### src/rtl/alsf_pkg.sv
package alsf_pkg;

	// Number of wheels handled side by side, one lane each.
	localparam int ALSF_LANES = 4;

	// Configuration register indexes and port widths.
	localparam int CFG_IDX_W = 2;
	localparam int CFG_DATA_W = 16;
	localparam logic [CFG_IDX_W-1:0] REG_SPEED_UPPER = 2'd0;
	localparam logic [CFG_IDX_W-1:0] REG_SPEED_LOWER = 2'd1;
	localparam logic [14:0] SPEED_UPPER_RST = 15'd8000;
	localparam logic signed [15:0] SPEED_LOWER_RST = -16'sd8000;

	// Gain arithmetic in Q0.16: the gain saturates at 0.85 once the jump reaches this knee.
	localparam logic [15:0] GAIN_CAP = 16'd55705;
	localparam logic [16:0] GAIN_KNEE = 17'd26;

	// Reciprocal of three, exact for dividends below 2**17.
	localparam logic [15:0] RECIP3 = 16'd43691;

	typedef struct packed {
		logic signed [15:0] set_front_left;
		logic signed [15:0] set_front_right;
		logic signed [15:0] set_rear_left;
		logic signed [15:0] set_rear_right;
	} alsf_in_t;

	typedef struct packed {
		logic signed [15:0] out_front_left;
		logic signed [15:0] out_front_right;
		logic signed [15:0] out_rear_left;
		logic signed [15:0] out_rear_right;
	} alsf_out_t;

	// Stage enables from the sequencer to every lane.
	typedef struct packed {
		logic load;
		logic gain;
		logic mul;
		logic div;
		logic push;
	} alsf_step_t;

	typedef enum logic [2:0] {
		ST_IDLE,
		ST_GAIN,
		ST_MUL,
		ST_DIV,
		ST_DONE
	} alsf_state_t;

	// floor(d * 65536 / 30) for jumps below the knee.
	function automatic logic [15:0] gain_lut(input logic [4:0] d);
		logic [15:0] g;
		case (d)
			5'd0: g = 16'd0;
			5'd1: g = 16'd2184;
			5'd2: g = 16'd4369;
			5'd3: g = 16'd6553;
			5'd4: g = 16'd8738;
			5'd5: g = 16'd10922;
			5'd6: g = 16'd13107;
			5'd7: g = 16'd15291;
			5'd8: g = 16'd17476;
			5'd9: g = 16'd19660;
			5'd10: g = 16'd21845;
			5'd11: g = 16'd24029;
			5'd12: g = 16'd26214;
			5'd13: g = 16'd28398;
			5'd14: g = 16'd30583;
			5'd15: g = 16'd32768;
			5'd16: g = 16'd34952;
			5'd17: g = 16'd37137;
			5'd18: g = 16'd39321;
			5'd19: g = 16'd41506;
			5'd20: g = 16'd43690;
			5'd21: g = 16'd45875;
			5'd22: g = 16'd48059;
			5'd23: g = 16'd50244;
			5'd24: g = 16'd52428;
			5'd25: g = 16'd54613;
			default: g = GAIN_CAP;
		endcase
		return g;
	endfunction

endpackage

### src/rtl/alsf_lane.sv
module alsf_lane
	import alsf_pkg::*;
(
	input  logic               clk,
	input  logic               arst_n,
	input  alsf_step_t         step,
	input  logic signed [15:0] set_in,
	input  logic [14:0]        upper,
	input  logic signed [15:0] lower,
	output logic signed [15:0] y
);

	logic signed [15:0] set_s1;
	logic [15:0]        gain_s2;
	logic signed [17:0] set3_s2;
	logic signed [18:0] dlt_s2;
	logic signed [35:0] num_s3;
	logic               neg_s4;
	logic [16:0]        hi_s4;
	logic signed [15:0] hist_q [3];

	logic signed [15:0] set_clamp;
	logic signed [16:0] diff;
	logic [16:0]        absd;
	logic [15:0]        gain;
	logic signed [17:0] sum;
	logic signed [17:0] set3;
	logic signed [35:0] num;
	logic [35:0]        mag;
	logic [32:0]        qprod;
	logic [15:0]        q;

	// Clamp the setpoint; the upper limit takes precedence.
	always_comb begin
		if (17'(set_in) > $signed({2'b00, upper})) begin
			set_clamp = $signed({1'b0, upper});
		end else if (set_in < lower) begin
			set_clamp = lower;
		end else begin
			set_clamp = set_in;
		end
	end

	// Gain from the jump against the newest output, and the history sum less three times the setpoint.
	always_comb begin
		diff = 17'(set_s1) - 17'(hist_q[0]);
		absd = diff[16] ? 17'(-diff) : 17'(diff);
		gain = (absd >= GAIN_KNEE) ? GAIN_CAP : gain_lut(absd[4:0]);
		sum = 18'(hist_q[0]) + 18'(hist_q[1]) + 18'(hist_q[2]);
		set3 = 18'(set_s1) + 18'($signed({set_s1, 1'b0}));
	end

	// Numerator rewritten as 3s * 65536 + (sum - 3s) * g, so one multiplier suffices.
	assign num = {{2{set3_s2[17]}}, set3_s2, 16'b0} +
		36'(dlt_s2) * 36'($signed({1'b0, gain_s2}));

	// Magnitude of the numerator; dividing by 65536 is the part-select below.
	assign mag = num_s3[35] ? 36'(-num_s3) : 36'(num_s3);

	// Divide by three through the reciprocal, then restore the sign (truncation towards zero).
	assign qprod = {16'b0, hi_s4} * {17'b0, RECIP3};
	assign q = qprod[32:17];
	assign y = neg_s4 ? $signed(16'(-q)) : $signed(q);

	// Datapath stages, each loaded once per item by the sequencer.
	always_ff @(posedge clk) begin
		if (step.load) begin
			set_s1 <= set_clamp;
		end
		if (step.gain) begin
			gain_s2 <= gain;
			set3_s2 <= set3;
			dlt_s2 <= 19'(sum) - 19'(set3);
		end
		if (step.mul) begin
			num_s3 <= num;
		end
		if (step.div) begin
			neg_s4 <= num_s3[35];
			hi_s4 <= mag[32:16];
		end
	end

	// Three-deep output history, cleared by reset.
	always_ff @(posedge clk or negedge arst_n) begin
		if (!arst_n) begin
			hist_q[0] <= '0;
			hist_q[1] <= '0;
			hist_q[2] <= '0;
		end else if (step.push) begin
			hist_q[2] <= hist_q[1];
			hist_q[1] <= hist_q[0];
			hist_q[0] <= y;
		end
	end

endmodule

### config.mk
export PLATFORM = sky130hd
export DESIGN_NAME = alsf_lane
export DESIGN_NICKNAME = d
export VERILOG_FILES = /design/src/rtl/alsf_pkg.sv /design/src/rtl/alsf_lane.sv
export SDC_FILE = /design/constraint.sdc
export NUM_CORES = 2
export LEC_CHECK = 0
export CAP_MARGIN = 20
export CORE_ASPECT_RATIO = 1.25
export CORE_MARGIN = 1
export CORE_UTILIZATION = 60
export DETAILED_ROUTE_END_ITERATION = 10
export DONT_BUFFER_PORTS = 1
export PLACE_DENSITY = 0.8
export SKIP_LAST_GASP = 1
export SLEW_MARGIN = 20
export SYNTH_ARGS = -nofsm -noshare
export SYNTH_HDL_FRONTEND = slang
export SYNTH_SLANG_ARGS = --single-unit
export TNS_END_PERCENT = 20
### constraint.sdc
create_clock -name clk -period 9.2 [get_ports clk]
set_clock_uncertainty 0.2 [all_clocks]
set_input_delay 2.3 -clock clk [delete_from_list [all_inputs] [get_ports clk]]
set_output_delay 2.3 -clock clk [all_outputs]
set_load 0.05 [all_outputs]
==> impl_results.md <==
- Number of placed I/O pins: 70
- Data arrival time at the worst-slack endpoint: 6.70 ns
- Predominant post-synthesis flop cell: edfxtp_1
- Placed Instances: 3272
- Crit end category: output pin
- Crit path kind: reg -> out
- Number of remaining DRC errors: 0
- Syn_nets: 3534
- Synth Register Bits: 159
- Setup repair after global routing missed its margin: true
- Min cycle time layout: 9.201 ns
- Area of placed instances: 0.02790 mm²
- Final estimated routing congestion in global placement: 0.9892
- Area growth, synth to finish: 8.796%
- Clk sink count: 159
- Vias post-DR: 18740
- HPWL reported at the end of detailed placement: 53620 µm
- Post-synthesis cell area: 0.02703 mm²
- Most common library cell in the layout ignoring fill and taps: inv_1
- Average routed wire per standard cell: 18.69 µm
- Number of port buffers: 0
- Failing checks: setup timing
- Fmax achieved: 0.1087 GHz
- Total number of nets in the final design: 3596
- Pre-CTS WS: 0.05956 ns
- Final critical-path share of the clock period: 1.000
- Initial detailed-routing violation count: 1017
- Die Y-Extent: 239.3 µm
- Antenna fix cells: 0
- CTS HTree Levels: 4
- Transition time at the pin with the least slew margin: 0.9346 ns
- Sequential cell area fraction in the yosys report: 0.1678
- Effective utilization at floorplan: 0.6111
- Number of filler cells placed in the layout: 3280
- Post-Syn Area per Cell: 10.02 µm²
- Root buffer cell: clkbuf_16
- Global-route wire length before repair: 102200 µm
- Clk pin slew, worst setup/hold paths: 0.07 ns
- Type of the worst min-delay path: reg -> reg
- CTS tree: done
- Max Root-Sink Buffers: 2
- Minimum setup slack in the final design: -0.0005080 ns
- Post-synthesis async set-or-reset flop share: 0.3019
- Share of final-layout standard cells stronger than drive strength 1: 0.08838
- Number of enable-type register cells in the synthesized netlist: 111
- Leading cell types in the layout, fill and taps excluded: 750 x inv_1, 457 x fa_1, 295 x ha_1, 141 x nand2_1, 111 x edfxtp_1
- Placeable Area: 0.04422 mm²
- Worst-case headroom to the max-slew limit: 0.3769
- Clock insertion delay at the later pin of the skew report: 0.45 ns
- Largest net degree at the start of global routing: 60
- Endpoints failing setup: 1
- Ys Warns: 0
- Max-Cap Viols: 0
- 1st-pass router iterations: 6
- Non-filler cells, final: 3344
- Via count of the first global-routing pass: 20750
- Hold Vio Cnt, Final: 0
- Routed wire length: 62520 µm
- Number of antenna violations at the first check in global routing: 0
- Die width: 191.8 µm
- Total Die Area: 0.04590 mm²
- Total CTS buffers: 17
- Required time of the critical path: 6.70 ns
- Vias/cell: 5.604
- Post-route ant nets: 0
- Outcome: finished, violations left
- FP Rows: 86
- Remaining global-route overflow: 0
- Top fanout value on the critical path: 7
- Count of unique library cells instantiated by Yosys: 77
- Total routing usage reported by global routing: 0.2881
- Critical Path Source Type: register
- Count of mapped cells out of synthesis: 2697
- Max-slew violation count: 0
- Post-layout instance area: 0.02940 mm²
cell families (layout without fill, tap and decap cells):
group	after synthesis	after routing	share of synthesized area
fa+ha+maj	784	784	0.4906
buf+inv	792	867	0.1101
flops	159	159	0.1678
mux	60	60	0.02412
xor+xnor	125	125	0.04051
compound gates	333	333	0.08102
simple gates	444	444	0.08579
per-layer routing:
layer  vias up  routed length, µm  share of wire  global-route usage
met4         0               3658          0.059              0.1453
met1      9393              22820           0.37              0.3204
met3       189               2110          0.034             0.02872
li1       8641                  -              -                   -
met2       518              33930           0.54              0.5397
met5         -                  0              0                   0
area by class of cell:
type,instances,area (µm²),share of cell area
multi-input combinational,1746,20100,0.6836
timing repair buffer,74,601.8,0.02047
clock inverter,15,170.2,0.005787
inverter,761,2856,0.09715
clock buffer,17,425.4,0.01447
sequential,159,4534,0.1542
tap,572,715.7,0.02434
what timing repair did:
action,4_1_cts,5_1_grt
gates resized for setup,44,62
setup endpoints to repair,9,13
setup buffers,21,20
pin swaps,17,61
hold buffers,0,0
registers in the layout, summed over array words and instances, names as in the netlist:
signal   cells
gain_s2      6
neg_s4       1
num_s3      34
set_s1      16
dlt_s2      19
hist_q      48
set3_s2     18
hi_s4       17
critical path, stage by stage, from the launching register on:
cell      delay (ns)
edfxtp_1        0.41
buf_4           0.16
ha_4            0.27
inv_1           0.05
fa_1            0.51
fa_1            0.56
fa_1            0.45
fa_1            0.49
fa_1            0.49
inv_1           0.06
ha_4            0.25
a21oi_4         0.14
and3b_2         0.22
a31oi_4         0.15
o41ai_4         0.42
a41oi_1         0.17
and2_4          0.19
or4_4           0.58
o31ai_4         0.25
xor2_1          0.19
buf_4           0.23
synthesized netlist by cell type, drive strengths merged, types with 24 or more instances:
cell type	count	area, µm²
clkbuf	24	90.09
and2	61	384.1
nand2	141	529.3
edfxtp	111	3333
mux2	41	461.7
nor2	66	247.7
fa	460	9209
xnor2	94	823.3
ha	323	4041
inv	761	2856
xor2	31	271.5
nand3	32	160.2
nor3	28	145.1
a21oi	71	362.8
o21ai	91	459.2
dfrtp	48	1201
a21o	42	315.3
metrics by stage:
step / utilization / hold slack, ns / TNS (ns)
finish: 0.6649 / 0.3390 / -0.0005080
global route: 0.6649 / 0.3647 / -1.635
CTS: 0.6546 / 0.3463 / 0
global placement: 0.6308 / 0.2864 / 0
floorplan: - / 0.2794 / 0
detailed placement: 0.6308 / 0.3241 / 0
path summary, 6_finish.rpt:
check	start	endpoint	slack [ns]	depth (start not counted)
setup / recovery	hi_s4[2]$_DFFE_PP_	y[13]	-0.0005	20
hold reg to reg	hist_q[16]$_DFFE_PN0P_	hist_q[0]$_DFFE_PN0P_	0.34	1
setup reg to reg	gain_s2[12]$_SDFFCE_PP1P_	num_s3[35]$_DFFE_PP_	1.36	21
hold / removal	hist_q[16]$_DFFE_PN0P_	hist_q[0]$_DFFE_PN0P_	0.34	1
max in group asynchronous	arst_n	hist_q[42]$_DFFE_PN0P_	7.35	0
min in group asynchronous	arst_n	hist_q[15]$_DFFE_PN0P_	1.34	0
Power is not shown: default switching activity piles up to over one toggle a cycle in this logic, so the estimate is an artifact.
