$ cat config.mk
export PLATFORM = sky130hd
export DESIGN_NAME = alsf_merge
export DESIGN_NICKNAME = d
export VERILOG_FILES = /design/src/rtl/alsf_pkg.sv /design/src/rtl/alsf_merge.sv
export SDC_FILE = /design/constraint.sdc
export NUM_CORES = 1
export LEC_CHECK = 0
export ABC_AREA = 1
export BUFFER_PORTS_ARGS = -buffer_cell sky130_fd_sc_hd__buf_2
export CORE_UTILIZATION = 40
export DETAILED_ROUTE_END_ITERATION = 6
export PLACE_DENSITY = 0.77
export SYNTH_ARGS = -nofsm -noshare
export SYNTH_HDL_FRONTEND = slang
export SYNTH_SLANG_ARGS = --single-unit
$ cat constraint.sdc
create_clock -name clk -period 0.8 [get_ports clk]
set_input_delay 0 -clock clk [delete_from_list [all_inputs] [get_ports clk]]
set_output_delay 0 -clock clk [all_outputs]
set_load 0.005 [all_outputs]
$ cat src/rtl/alsf_pkg.sv
package alsf_pkg;

	// Number of wheels handled side by side, one lane each.
	localparam int ALSF_LANES = 4;

	// Configuration register indexes and port widths.
	localparam int CFG_IDX_W = 2;
	localparam int CFG_DATA_W = 16;
	localparam logic [CFG_IDX_W-1:0] REG_SPEED_UPPER = 2'd0;
	localparam logic [CFG_IDX_W-1:0] REG_SPEED_LOWER = 2'd1;
	localparam logic [14:0] SPEED_UPPER_RST = 15'd8000;
	localparam logic signed [15:0] SPEED_LOWER_RST = -16'sd8000;

	// Gain arithmetic in Q0.16: the gain saturates at 0.85 once the jump reaches this knee.
	localparam logic [15:0] GAIN_CAP = 16'd55705;
	localparam logic [16:0] GAIN_KNEE = 17'd26;

	// Reciprocal of three, exact for dividends below 2**17.
	localparam logic [15:0] RECIP3 = 16'd43691;

	typedef struct packed {
		logic signed [15:0] set_front_left;
		logic signed [15:0] set_front_right;
		logic signed [15:0] set_rear_left;
		logic signed [15:0] set_rear_right;
	} alsf_in_t;

	typedef struct packed {
		logic signed [15:0] out_front_left;
		logic signed [15:0] out_front_right;
		logic signed [15:0] out_rear_left;
		logic signed [15:0] out_rear_right;
	} alsf_out_t;

	// Stage enables from the sequencer to every lane.
	typedef struct packed {
		logic load;
		logic gain;
		logic mul;
		logic div;
		logic push;
	} alsf_step_t;

	typedef enum logic [2:0] {
		ST_IDLE,
		ST_GAIN,
		ST_MUL,
		ST_DIV,
		ST_DONE
	} alsf_state_t;

	// floor(d * 65536 / 30) for jumps below the knee.
	function automatic logic [15:0] gain_lut(input logic [4:0] d);
		logic [15:0] g;
		case (d)
			5'd0: g = 16'd0;
			5'd1: g = 16'd2184;
			5'd2: g = 16'd4369;
			5'd3: g = 16'd6553;
			5'd4: g = 16'd8738;
			5'd5: g = 16'd10922;
			5'd6: g = 16'd13107;
			5'd7: g = 16'd15291;
			5'd8: g = 16'd17476;
			5'd9: g = 16'd19660;
			5'd10: g = 16'd21845;
			5'd11: g = 16'd24029;
			5'd12: g = 16'd26214;
			5'd13: g = 16'd28398;
			5'd14: g = 16'd30583;
			5'd15: g = 16'd32768;
			5'd16: g = 16'd34952;
			5'd17: g = 16'd37137;
			5'd18: g = 16'd39321;
			5'd19: g = 16'd41506;
			5'd20: g = 16'd43690;
			5'd21: g = 16'd45875;
			5'd22: g = 16'd48059;
			5'd23: g = 16'd50244;
			5'd24: g = 16'd52428;
			5'd25: g = 16'd54613;
			default: g = GAIN_CAP;
		endcase
		return g;
	endfunction

endpackage

$ cat src/rtl/alsf_merge.sv
module alsf_merge
	import alsf_pkg::*;
(
	input  logic               clk,
	input  logic               arst_n,
	input  logic               push,
	input  logic signed [15:0] lane_y [ALSF_LANES],
	input  logic               out_stall,
	output logic               out_valid,
	output alsf_out_t          out_data
);

	logic      out_valid_q;
	alsf_out_t out_data_q;

	// Output valid: set when the lanes hand over, cleared once the transfer completes.
	always_ff @(posedge clk or negedge arst_n) begin
		if (!arst_n) begin
			out_valid_q <= 1'b0;
		end else if (push) begin
			out_valid_q <= 1'b1;
		end else if (!out_stall) begin
			out_valid_q <= 1'b0;
		end
	end

	// Gather the lane results into one result item.
	always_ff @(posedge clk) begin
		if (push) begin
			out_data_q.out_front_left <= lane_y[0];
			out_data_q.out_front_right <= lane_y[1];
			out_data_q.out_rear_left <= lane_y[2];
			out_data_q.out_rear_right <= lane_y[3];
		end
	end

	assign out_valid = out_valid_q;
	assign out_data = out_data_q;

endmodule
==> key figures, run 1 <==
Placed design
  – Placed Instances: about 270
  – Buffers added on ports: approximately 130
  – Gpl congestion: 0.643
  – Dpl hpwl: between 2000 and 3000 um
  – Pre-CTS WS: ~0.12 ns

Routing
  – Routed length per instance: ~14 um
  – WL final: 4870 um
  – Via/cell ratio: between 4 and 5
  – First-pass iteration count of the detailed router: 6
  – Post-route ant nets: 0
  – Highest Signal Layer: met4
  – Met2 WL: 2790 um
  – # DRC: 0
  – DR iter-0 viols: 81
  – Total number of vias: 1502
  – Met1 wire length: roughly 1600 um
  – Met3 routed WL: between 300 and 400 um

Floorplanning
  – Die Wd: 72.0 um
  – Die area: about 5200 sq um
  – Initial Util: between 40% and 50%
  – Die Y-Extent: between 70 and 80 um
  – Core Area: 4720 sq um
  – I/O pin count: between 100 and 150
  – Row cnt: 25

Timing
  – Fin Clk Skew: 0 ns
  – Final hold vios: 0
  – Tcrit/Tclk final: 107%
  – Final Critical Period: around 0.86 ns
  – Max Slew Vio Count: 0
  – Worst slew pin tran: 0.180 ns
  – # setup viols final: 55
  – Unrepaired setup endpoints after global routing: true
  – Max Freq: 1170 MHz
  – Final WS setup: -0.0576 ns
  – Max_slew headroom: between 80% and 90%

Pwr
  – Lkg Pwr: 1.56 nW
  – Power density cells: 2070 nW/um^2
  – Final Power: roughly 7.4 mW
  – Max IR drop VDD: 0.00133 V

Worst setup path
  – CP startpoint: out_data[18]$_DFFE_PP_
  – CP required: 0.80 ns
  – Setup crit end kind: output port
  – Crit-path leading delay family: flip-flops
  – CP peak stage delay: between 0.3 and 0.4 ns
  – Crit path DAT: ~0.86 ns
  – Reg-to-Reg Start: out_valid$_DFFE_PN0P_
  – Cell Chain, Critical Path: buf_2
  – Path type of the worst setup path: register to output port
  – Element type at the critical path start: register
  – CP max stage cell: edfxtp_1
  – Reg2reg end: out_valid$_DFFE_PN0P_
  – Worst Path Max Fanout: 1
  – Reg2Reg Depth: 3
  – Worst R2R Setup Slack: ~0.04 ns
  – CP bufs+invs: 1

Yosys
  – Share of the synthesized area in the top cell type: between 90 and 100%
  – Synth Cell Area: approximately 2000 sq um
  – Count of cell types in the netlist: 4
  – Leading area contributor after synthesis: edfxtp_1
  – Proportion of synthesized chip area in sequential cells: between 90% and 100%
  – Yosys warnings: 0
  – Syn_area_per_cell: roughly 29 sq um
  – Mapped Nets: ~140
  – Main area contributors after synthesis: edfxtp_1 98%, dfrtp_1 1.3%, nand2_1 0.38%
  – FF+latch count, synth: 65
  – Synthesized instance count: 68

Hold path
  – HP Start: push
  – Hold Path End: out_data[25]$_DFFE_PP_
  – Hold WC Path Type: input pin to register
  – Hold Crit Depth: 2

Global routing
  – Grt total ovfl: 0
  – Largest net degree at the start of global routing: 35
  – Antenna violations before repair: 0
  – Gr usage total: between 15 and 20%
  – First-pass GRT wire length: 6910 um
  – Vias in the first global route: between 1500 and 2000

Clock network
  – Clock latency on the worst-skew pair: about 0.32 ns
  – H-tree Lvls: 3
  – Clk sink count: 65
  – CTS buffer count: 9
  – Max clock buf depth: 2
  – CTS tree: built
  – Root Buffer: clkbuf_8
  – Cts repair resizes: 0
  – Worst-path clk slew: about 0.07 ns

Status
  – Failing checks: negative setup slack
  – Status: finished with violations

Layout
  – Total Nets Final: around 350
  – Antenna cell count: 0
  – Layout Area Growth over Synthesis: 83.8%
  – Final Non-Filler Cells: approximately 350
  – Post-layout util: between 70% and 80%
  – Share of cells above drive strength 1: 51.0%

Flow run
  – Max-capacitance violation count: 0
worst max path at each step:
stage	endpoint	slack [ns]	cells past startpoint
after floorplan	out_valid$_DFFE_PN0P_	0.22	2
after global placement	out_data[34]$_DFFE_PP_	0.12	2
after detailed placement	out_data[4]$_DFFE_PP_	0.12	2
after CTS	out_data[18]	-0.07	1
after global routing	out_data[9]	-0.10	1
final	out_data[18]	-0.06	1
where the power goes:
group | leakage (nW) | switching (mW) | internal (mW)
clock network | 0.0898 | 1.12 | 1.40
logic | 0.833 | 0.296 | 0.514
registers | 0.637 | 0.0677 | 4.04
total | 1.56 | 1.48 | 5.96
layout by cell type (no fill, tap or decap):
master         count
buf_12             2
buf_2            132
buf_4              1
bufinv_16          1
clkbuf_1           2
clkbuf_8           9
clkinv_1           3
clkinv_2           1
dfrtp_1            1
dlygate4sd3_1     67
edfxtp_1          64
inv_1              1
nand2_1            2
sequential cells by signal (all words and copies together), names as in the netlist:
register	flops
out_valid	1
out_data	64
cells in the mapped netlist (all sizes together):
master / instances
inv: 1
dfrtp: 1
nand2: 2
edfxtp: 64
layer usage:
metal	up-vias	track usage (%)
li1	697	-
met1	696	17.7
met2	94	36.8
met3	15	6.94
met4	0	11.3
met5	-	0
per-stage QoR:
| step | setup TNS [ns] | cell area [sq um] | hold slack (ns) |
|---|---|---|---|
| 2_1_floorplan | 0 | 1960 | -0.296 |
| 3_3_place_gp | 0 | 2740 | -0.224 |
| 3_5_place_dp | 0 | 2740 | -0.224 |
| 4_1_cts | -2.18 | 3590 | 0.123 |
| 5_1_grt | -4.23 | 3600 | 0.152 |
| 6_report | -1.27 | 3600 | 0.170 |
what timing repair did:
action / in CTS / in global routing
setup endpoints to repair: 65 / 65
buffers inserted: 0 / 1
hold buffers: 67 / 0
endpoints found under the hold margin: 66 / 0
final cells by class:
type                            instances  area, sq um
Clock buffer                           11          131
Fill cell                             292         1120
Inverter                                1         3.75
Timing Repair Buffer                  202         1380
Tap cell                               67         83.8
Multi-Input combinational cell          2         7.51
Sequential cell                        65         1950
Clock inverter                          5         46.3
cells by family after synthesis:
family | synth area share, %
flops | 99.4
simple gates | 0.384
buf+inv | 0.192
worst register-to-register path, delay by kind of cell, from the launching register on:
kind	cells	cell delay, ns
flip-flops	1	0.38
buffers and inverters	1	0.13
AND/OR/NAND/NOR	2	0.13
Power figures use the tool's default switching activity.
==> run 2, diff against run 1 <==
--- a/config.mk
+++ b/config.mk
@@ -5,8 +5,9 @@
 export SDC_FILE = /design/constraint.sdc
 export NUM_CORES = 1
 export LEC_CHECK = 0
-export ABC_AREA = 1
+export ABC_AREA = 0
 export BUFFER_PORTS_ARGS = -buffer_cell sky130_fd_sc_hd__buf_2
+export CAP_MARGIN = 20
 export CORE_UTILIZATION = 40
 export DETAILED_ROUTE_END_ITERATION = 6
 export PLACE_DENSITY = 0.77
==> key figures, run 2 <==
Timing
  – Unrepaired setup endpoints after global routing: true
  – Final Critical Period: around 0.89 ns
  – Max Freq: around 1100 MHz
  – Fin Clk Skew: 0 ns
  – Max Slew Vio Count: 0
  – # setup viols final: 60
  – Setup TNS: -1.63 ns
  – Final hold vios: 0
  – Max_slew headroom: a little under 90%
  – Worst slew pin tran: ~0.19 ns
  – Final WS setup: -0.0900 ns
  – Tcrit/Tclk final: 111%

Floorplanning
  – Core Area: roughly 4700 sq um
  – Die Y-Extent: a little over 70 um
  – Initial Util: 41.4%
  – Row cnt: 25
  – I/O pin count: 133
  – Die area: between 5000 and 6000 sq um
  – Die Wd: between 70 and 80 um

Pwr
  – Lkg Pwr: 1.56 nW
  – Max IR drop VDD: 0.00148 V
  – Power density cells: approximately 2200 nW/um^2

Worst setup path
  – CP required: approximately 0.80 ns
  – CP peak stage delay: approximately 0.42 ns
  – Setup crit end kind: output port
  – CP max stage cell: edfxtp_1
  – Worst Path Max Fanout: 1
  – Cell Chain, Critical Path: buf_2
  – Crit path DAT: a little under 0.9 ns
  – CP bufs+invs: 1
  – Element type at the critical path start: register
  – Path type of the worst setup path: register to output port
  – Crit-path leading delay family: flip-flops

Yosys
  – Synthesized instance count: 66
  – Syn_area_per_cell: between 20 and 30 sq um
  – Synth cell count leaders: 64 x edfxtp_1, 1 x a21o_1, 1 x dfrtp_1
  – EDFF count, synth: 64
  – FF+latch count, synth: between 60 and 70
  – Synth Cell Area: 1950 sq um
  – Most common cell in the netlist: edfxtp_1
  – Synth Flop Type: edfxtp_1
  – Yosys warnings: 0
  – Main area contributors after synthesis: edfxtp_1 98%, dfrtp_1 1.3%, a21o_1 0.38%
  – Leading area contributor after synthesis: edfxtp_1
  – Count of cell types in the netlist: 3
  – Proportion of synthesized chip area in sequential cells: approximately 100%
  – Share of the synthesized area in the top cell type: 98.3%
  – Mapped Nets: around 130
  – Ys async rst share: under 10%

Clock network
  – Clock latency on the worst-skew pair: about 0.32 ns
  – Max clock buf depth: 2
  – Worst-path clk slew: approximately 0.07 ns
  – Clk sink count: 65
  – CTS tree: built
  – CTS buffer count: 9
  – H-tree Lvls: 3
  – Root Buffer: clkbuf_8

Routing
  – Post-route ant nets: 0
  – DR iter-0 viols: 105
  – Routed length per instance: ~16 um
  – Via/cell ratio: approximately 4.4
  – Total number of vias: between 1500 and 2000
  – Met2 WL: ~3200 um
  – First-pass iteration count of the detailed router: 4
  – Highest Signal Layer: met4
  – WL final: 5650 um
  – # DRC: 0
  – Met3 routed WL: 397 um
  – Met1 wire length: a little under 2000 um

Flow run
  – Max-capacitance violation count: 0

Status
  – Status: finished with violations
  – Failing checks: negative setup slack

Hold path
  – Hold WC Path Type: input pin to register

Layout
  – Area of the multi-input gates: roughly 7.5 sq um
  – Reg area: between 1500 and 2000 sq um
  – Final Non-Filler Cells: approximately 350
  – Total Nets Final: around 350
  – Antenna cell count: 0
  – Share of cells above drive strength 1: between 50% and 60%
  – FILL cells: approximately 260
  – Layout Area Growth over Synthesis: 84.7%
  – Commonest non-fill, non-tap cell in the layout: buf_2
  – Max FFs per register: 64
  – Commonest cells after routing, fill and taps aside: 132 x buf_2, 67 x dlygate4sd3_1, 64 x edfxtp_1

Global routing
  – Grt total ovfl: 0
  – Vias in the first global route: approximately 1600
  – Antenna violations before repair: 0
  – Gr usage total: 22.5%
  – First-pass GRT wire length: 7990 um
  – Largest net degree at the start of global routing: 38

Placed design
  – Dpl hpwl: ~2800 um
  – Buffers added on ports: approximately 130
  – Placed Instances: between 200 and 300
  – Gpl congestion: slightly below 0.7
==> run 2: cell types whose count changed after synthesis <==
cell / change
nand2_1: -2
a21o_1: +1
inv_1: -1
==> run 2: metrics by stage <==
stage | utilization [%] | total power [mW] | hold WS (ns) | setup WS [ns] | cell area [sq um]
global placement | 58.0 | 4.69 | -0.224 | 0.119 | 2740
finish | 76.4 | 7.82 | 0.160 | -0.0900 | 3610
global route | 76.4 | 8.06 | 0.156 | -0.112 | 3610
floorplan | - | 4.22 | -0.296 | 0.149 | 1950
detailed placement | 58.0 | 4.71 | -0.225 | 0.104 | 2740
CTS | 76.4 | 7.81 | 0.143 | -0.0689 | 3610
==> run 2: per-layer routing <==
layer	GRT usage, %	vias up
met3	6.25	12
met2	42.7	93
met1	22.2	738
li1	-	690
met5	0	-
met4	11.8	0
==> run 2: what timing repair did <==
item	CTS	global route
resized for setup	0	0
setup endpoints to repair	65	65
buffers inserted	0	0
hold buffers	67	0
endpoints found under the hold margin	66	0
gates cloned	0	0
==> run 2: tightest hold or removal path, cell delays in order <==
cell and delay (ns):
buf_2 0.14, buf_12 0.20, a21o_1 0.10
==> run 2: path summary, 6_finish.rpt <==
| check | start | to | slack, ns | cells after the start |
|---|---|---|---|---|
| min in group asynchronous | arst_n | out_valid$_DFFE_PN0P_ | 0.50 | 3 |
| max reg2reg | out_valid$_DFFE_PN0P_ | out_valid$_DFFE_PN0P_ | 0.14 | 1 |
| min | push | out_valid$_DFFE_PN0P_ | 0.16 | 3 |
| max in group asynchronous | arst_n | out_valid$_DFFE_PN0P_ | 0.20 | 3 |
| max | out_data[57]$_DFFE_PP_ | out_data[57] | -0.09 | 1 |
| min reg2reg | out_valid$_DFFE_PN0P_ | out_valid$_DFFE_PN0P_ | 0.49 | 1 |
==> run 2: kinds of logic (layout without fill, tap and decap cells) <==
logic type | Yosys count | in the layout | synth area share [%]
AO/OA/AOI/OAI | 1 | 1 | 0.384
buffers and inverters | 0 | 216 | 0
flip-flops | 65 | 65 | 99.6
==> run 2: cell type report <==
class / count / share of cell area (%)
flip-flops and latches: 65 / 53.9
repair buffers: 201 / 38.0
clock buffers: 11 / 3.64
well taps: 67 / 2.32
clock inverters: 4 / 1.91
multi-input cells: 1 / 0.208
==> run 2: power by group <==
part	switching, mW	internal [mW]
clock	1.15	1.73
combinational	0.310	0.511
sequential	0.0782	4.04
